<file path="src/kaa_pkg.sv">
`timescale 1ns / 1ps
// ----------------------------------------------------------------------------
// kaa_pkg
// Shared types and constants of the k-means assign/accumulate core.
// ----------------------------------------------------------------------------
package kaa_pkg;

  localparam int ModeW  = 2;
  localparam int IndexW = 6;
  localparam int CoordW = 16;
  localparam int DistW  = 34;
  localparam int SumW   = 48;
  localparam int CountW = 32;

  // Depth of the queue between front and back.
  localparam int QDepth = 4;
  localparam int QAddrW = 2;

  localparam logic [ModeW-1:0] MODE_LOAD   = 2'd0;
  localparam logic [ModeW-1:0] MODE_POINT  = 2'd1;
  localparam logic [ModeW-1:0] MODE_FINISH = 2'd2;

  typedef enum logic [1:0] {
    OP_LOAD,
    OP_POINT,
    OP_FINISH
  } op_t;

  typedef struct packed {
    op_t                       op;
    logic [IndexW-1:0]         index;
    logic signed [CoordW-1:0]  x;
    logic signed [CoordW-1:0]  y;
    logic signed [CoordW-1:0]  z;
    logic signed [CoordW-1:0]  w;
  } item_t;

  typedef struct packed {
    logic signed [CoordW-1:0] x;
    logic signed [CoordW-1:0] y;
    logic signed [CoordW-1:0] z;
    logic signed [CoordW-1:0] w;
  } centroid_t;

  typedef struct packed {
    logic signed [SumW-1:0] sum_x;
    logic signed [SumW-1:0] sum_y;
    logic signed [SumW-1:0] sum_z;
    logic signed [SumW-1:0] sum_w;
    logic [CountW-1:0]      count;
  } acc_t;

  typedef enum logic [2:0] {
    S_IDLE,
    S_SCAN,
    S_ACC_RD,
    S_ACC_WR,
    S_DR_RD,
    S_DR_OUT
  } state_t;

endpackage

</file>
<file path="src/kaa_fifo.sv">
`timescale 1ns / 1ps
// ----------------------------------------------------------------------------
// kaa_fifo
// Short request queue between the front and the back.
// ----------------------------------------------------------------------------
module kaa_fifo (
  input  logic            clk,
  input  logic            rst_n,
  input  logic            push,
  input  kaa_pkg::item_t  push_item,
  output logic            full,
  input  logic            pop,
  output logic            empty,
  output kaa_pkg::item_t  head
);

  import kaa_pkg::*;

  item_t               items_r [QDepth];
  logic [QAddrW-1:0]   wr_ptr_r;
  logic [QAddrW-1:0]   rd_ptr_r;
  logic [QAddrW:0]     count_r;

  assign full  = (count_r == (QAddrW + 1)'(QDepth));
  assign empty = (count_r == '0);
  assign head  = items_r[rd_ptr_r];

  always_ff @(posedge clk) begin
    if (push) begin
      items_r[wr_ptr_r] <= push_item;
    end
  end

  always_ff @(posedge clk) begin
    if (!rst_n) begin
      wr_ptr_r <= '0;
      rd_ptr_r <= '0;
      count_r  <= '0;
    end else begin
      if (push) begin
        wr_ptr_r <= wr_ptr_r + 1'b1;
      end
      if (pop) begin
        rd_ptr_r <= rd_ptr_r + 1'b1;
      end
      if (push && !pop) begin
        count_r <= count_r + 1'b1;
      end else if (pop && !push) begin
        count_r <= count_r - 1'b1;
      end
    end
  end

endmodule

</file>
<file path="config.mk">
export PLATFORM = sky130hd
export DESIGN_NAME = kaa_fifo
export DESIGN_NICKNAME = d
export VERILOG_FILES = /design/src/kaa_pkg.sv /design/src/kaa_fifo.sv
export SDC_FILE = /design/constraint.sdc
export NUM_CORES = 1
export LEC_CHECK = 0
export BUFFER_PORTS_ARGS = -buffer_cell sky130_fd_sc_hd__buf_2
export CELL_PAD_IN_SITES_DETAIL_PLACEMENT = 0
export CELL_PAD_IN_SITES_GLOBAL_PLACEMENT = 1
export CORE_UTILIZATION = 35
export CTS_CLUSTER_SIZE = 16
export DETAILED_ROUTE_END_ITERATION = 10
export PLACE_DENSITY = 0.66
export SLEW_MARGIN = 5
export SYNTH_ARGS = -nofsm -noshare
export SYNTH_HDL_FRONTEND = slang
export SYNTH_SLANG_ARGS = --single-unit
</file>
<file path="constraint.sdc">
create_clock -name clk -period 2.55 [get_ports clk]
set_input_delay 0.255 -clock clk [delete_from_list [all_inputs] [get_ports clk]]
set_output_delay 0.255 -clock clk [all_outputs]
set_load 0.05 [all_outputs]
</file>
==> impl_metrics.yaml <==
yosys:
  synth_cell_type_count: 22
  synth_top_cell_by_area: "edfxtp_1"
  syn_inst: 419
  syn_avg_cell_area_um2: 26.05
  synth_edf_count: 288
  synth_top_area_frac: 0.7925
  ys_seq_elements: 297
  synthFlopType: "edfxtp_1"
  synth-async-reset-ratio: 0
  synthesis.area_mm2: 0.01091
  synth.net_count: 501
  synth-seq-area-share: 0.8090
  synth_warnings: 0
  yosysMostFrequentCell: "edfxtp_1"
  synth.area.top_cells: "edfxtp_1 79%, mux4_2 14%, dfxtp_1 1.7%"
  netlist_top_cells_count: "288 x edfxtp_1, 70 x mux4_2, 9 x and2_1, 9 x dfxtp_1"
critical_path:
  worstSetupPathType: "register to primary output"
  worst_setup_path_end_kind: "primary output"
  start_kind: "register"
  crit_arrival_ns: 2.12
  crit_fanout: 11
  reg2reg_depth: 4
  required_ns: 2.30
layout:
  fin_area_mm2: 0.01385
  drive_gt1_frac: 0.4040
  area_growth_pct: 26.92
  nets: 754
clock_network:
  insertion_delay_ns: 0.54
  cts.clk_slew.worst_paths_ns: 0.06
  numClockSinks: 297
  cts_root_buf: "clkbuf_16"
  cts_resized: 0
  numCtsBuffers: 30
  cts_tree: "built"
  cts_setup_buffers: 0
  clockBufferDepth: 3
  htreeDepth: 1
timing:
  relSlewSlack: 0.6855
  worstMarginPinSlew_ns: 0.4718
  setup_violations: 0
  tns_ns: 0
  finalCritPeriodShare: 0.9317
  setup_ws_ns: 0.1741
  fmaxAchievable_mhz: 420.9
  hold_viol: 0
  skew_ns: 0.01122
  rsz0062_at_grt: "no"
  slew_violations: 0
  period_minus_slack_ns: 2.376
floorplan:
  initial_core_util: 0.3558
  pin_count: 150
  die_area_mm2: 0.03189
  coreArea_mm2: 0.03067
  die_y_um: 178.6
  die_w_um: 178.6
  rows: 64
routing:
  drt_iter0_drc: 341
  vias_per_cell: 4.717
  wl_per_cell_um: 19.26
  dr.pass1.iters: 4
  final_antenna_net_count: 0
  wl_mm: 20.99
  drc: 0
  vias: 5141
global_routing:
  grt_max_degree: 47
  grt_pass1_vias: 5632
  track_usage: 0.1337
  globalRouteOverflowTotal: 0
  grt_pass1_wl_mm: 31.87
  antenna_found_initial: 1
worst_hold_path:
  hp-class: "input port to register"
  holdPathStages: 3
pwr:
  irDropWorstVdd_mv: 0.5682
  powerDensity_mw_per_mm2: 828.1
  power_leakage_nw: 4.710
place:
  place_hpwl_mm: 12.94
  place_ws_ns: 0.7033
  port_buffers: 149
  dpl_cell_area_mm2: 0.01219
  place_congestion: 0.6558
flow_run:
  maxCapViolations: 0
outcome:
  outcome: "finished clean"
## stage by stage
step | util | hold WS [ns] | instances | total power, mW
floorplan | - | 0.3539 | 419 | 6.985
global placement | 0.3976 | 0.4648 | 963 | 7.379
detailed placement | 0.3976 | 0.4729 | 963 | 7.425
CTS | 0.4515 | 0.1147 | 1089 | 11.65
global route | 0.4516 | 0.1273 | 1090 | 11.91
finish | 0.4516 | 0.1306 | 1090 | 11.47
## sequential cells by signal, summed over array words and instances, names as in the netlist, named ones only
name and count:
wr_ptr_r 2, rd_ptr_r 2, items_r 288, count_r 3
## critical path, stage by stage (launching register included)
cell	delay, ns
dfxtp_4	0.50
buf_4	0.31
mux4_2	0.54
buf_2	0.23
## final timing paths
kind                                        to  slack (ns)         from
worst max register to register  items_r[1][46]        0.83  wr_ptr_r[1]
worst max-delay path                  head[13]        0.17     register
worst min-delay path               wr_ptr_r[1]        0.13         push
worst min register to register      count_r[2]        0.53   count_r[2]
## timing repair
| action | CTS | global route |
|---|---|---|
| hold buffers | 73 | 0 |
| endpoints found under the hold margin | 289 | 0 |
| setup endpoints to repair | 0 | 0 |
## report_power, final
part	internal [mW]	total, mW	switching [mW]
Combinational	0.573	1.70	1.13
Clock	2.40	4.09	1.69
Sequential	5.60	5.67	0.0690
## routing by layer
| layer | part of all wire | GRT usage | vias up |
|---|---|---|---|
| li1 | - | - | 2305 |
| met1 | 0.43 | 0.1701 | 2684 |
| met2 | 0.50 | 0.2292 | 125 |
| met3 | 0.057 | 0.03218 | 27 |
| met4 | 0.015 | 0.03319 | 0 |
| met5 | 0 | 0 | - |
## area by class of cell
| type | count | area (µm²) |
|---|---|---|
| inverters | 4 | 15.01 |
| clock buffers | 37 | 798.3 |
| fillers | 2588 | 16820 |
| well taps | 396 | 495.5 |
| diodes | 1 | 2.502 |
| repair buffers | 237 | 1689 |
| multi-input cells | 102 | 1889 |
| flip-flops and latches | 297 | 8836 |
| clock inverters | 16 | 125.1 |
## cells by family (layout without fill, tap and decap cells)
| logic type | Yosys count | count (layout) | share of synthesized area |
|---|---|---|---|
| XOR/XNOR | 5 | 5 | 0.004014 |
| multiplexers | 74 | 74 | 0.1511 |
| buffers and inverters | 20 | 294 | 0.01880 |
| other | 0 | 1 | 0 |
| AO/OA/AOI/OAI | 2 | 2 | 0.001146 |
| adder cells (fa/ha/maj) | 6 | 6 | 0.007567 |
| AND/OR/NAND/NOR | 15 | 15 | 0.008369 |
| flip-flops | 297 | 297 | 0.8090 |
## placed cells by master, fill, tap and decap left out, drive strengths merged
cell type    count
o21ai            1
nor3b            1
nor2b            2
a21boi           1
fa               1
clkbuf          37
buf            164
clkinv          13
dlygate4sd3     73
mux2i            2
dfxtp            9
bufinv           2
and2             9
ha               5
xnor2            2
nor3             1
mux4            72
xor2             3
diode            1
edfxtp         288
inv              5
or3              1
nand2            1
No activity file was read; power rests on OpenSTA's default activity.
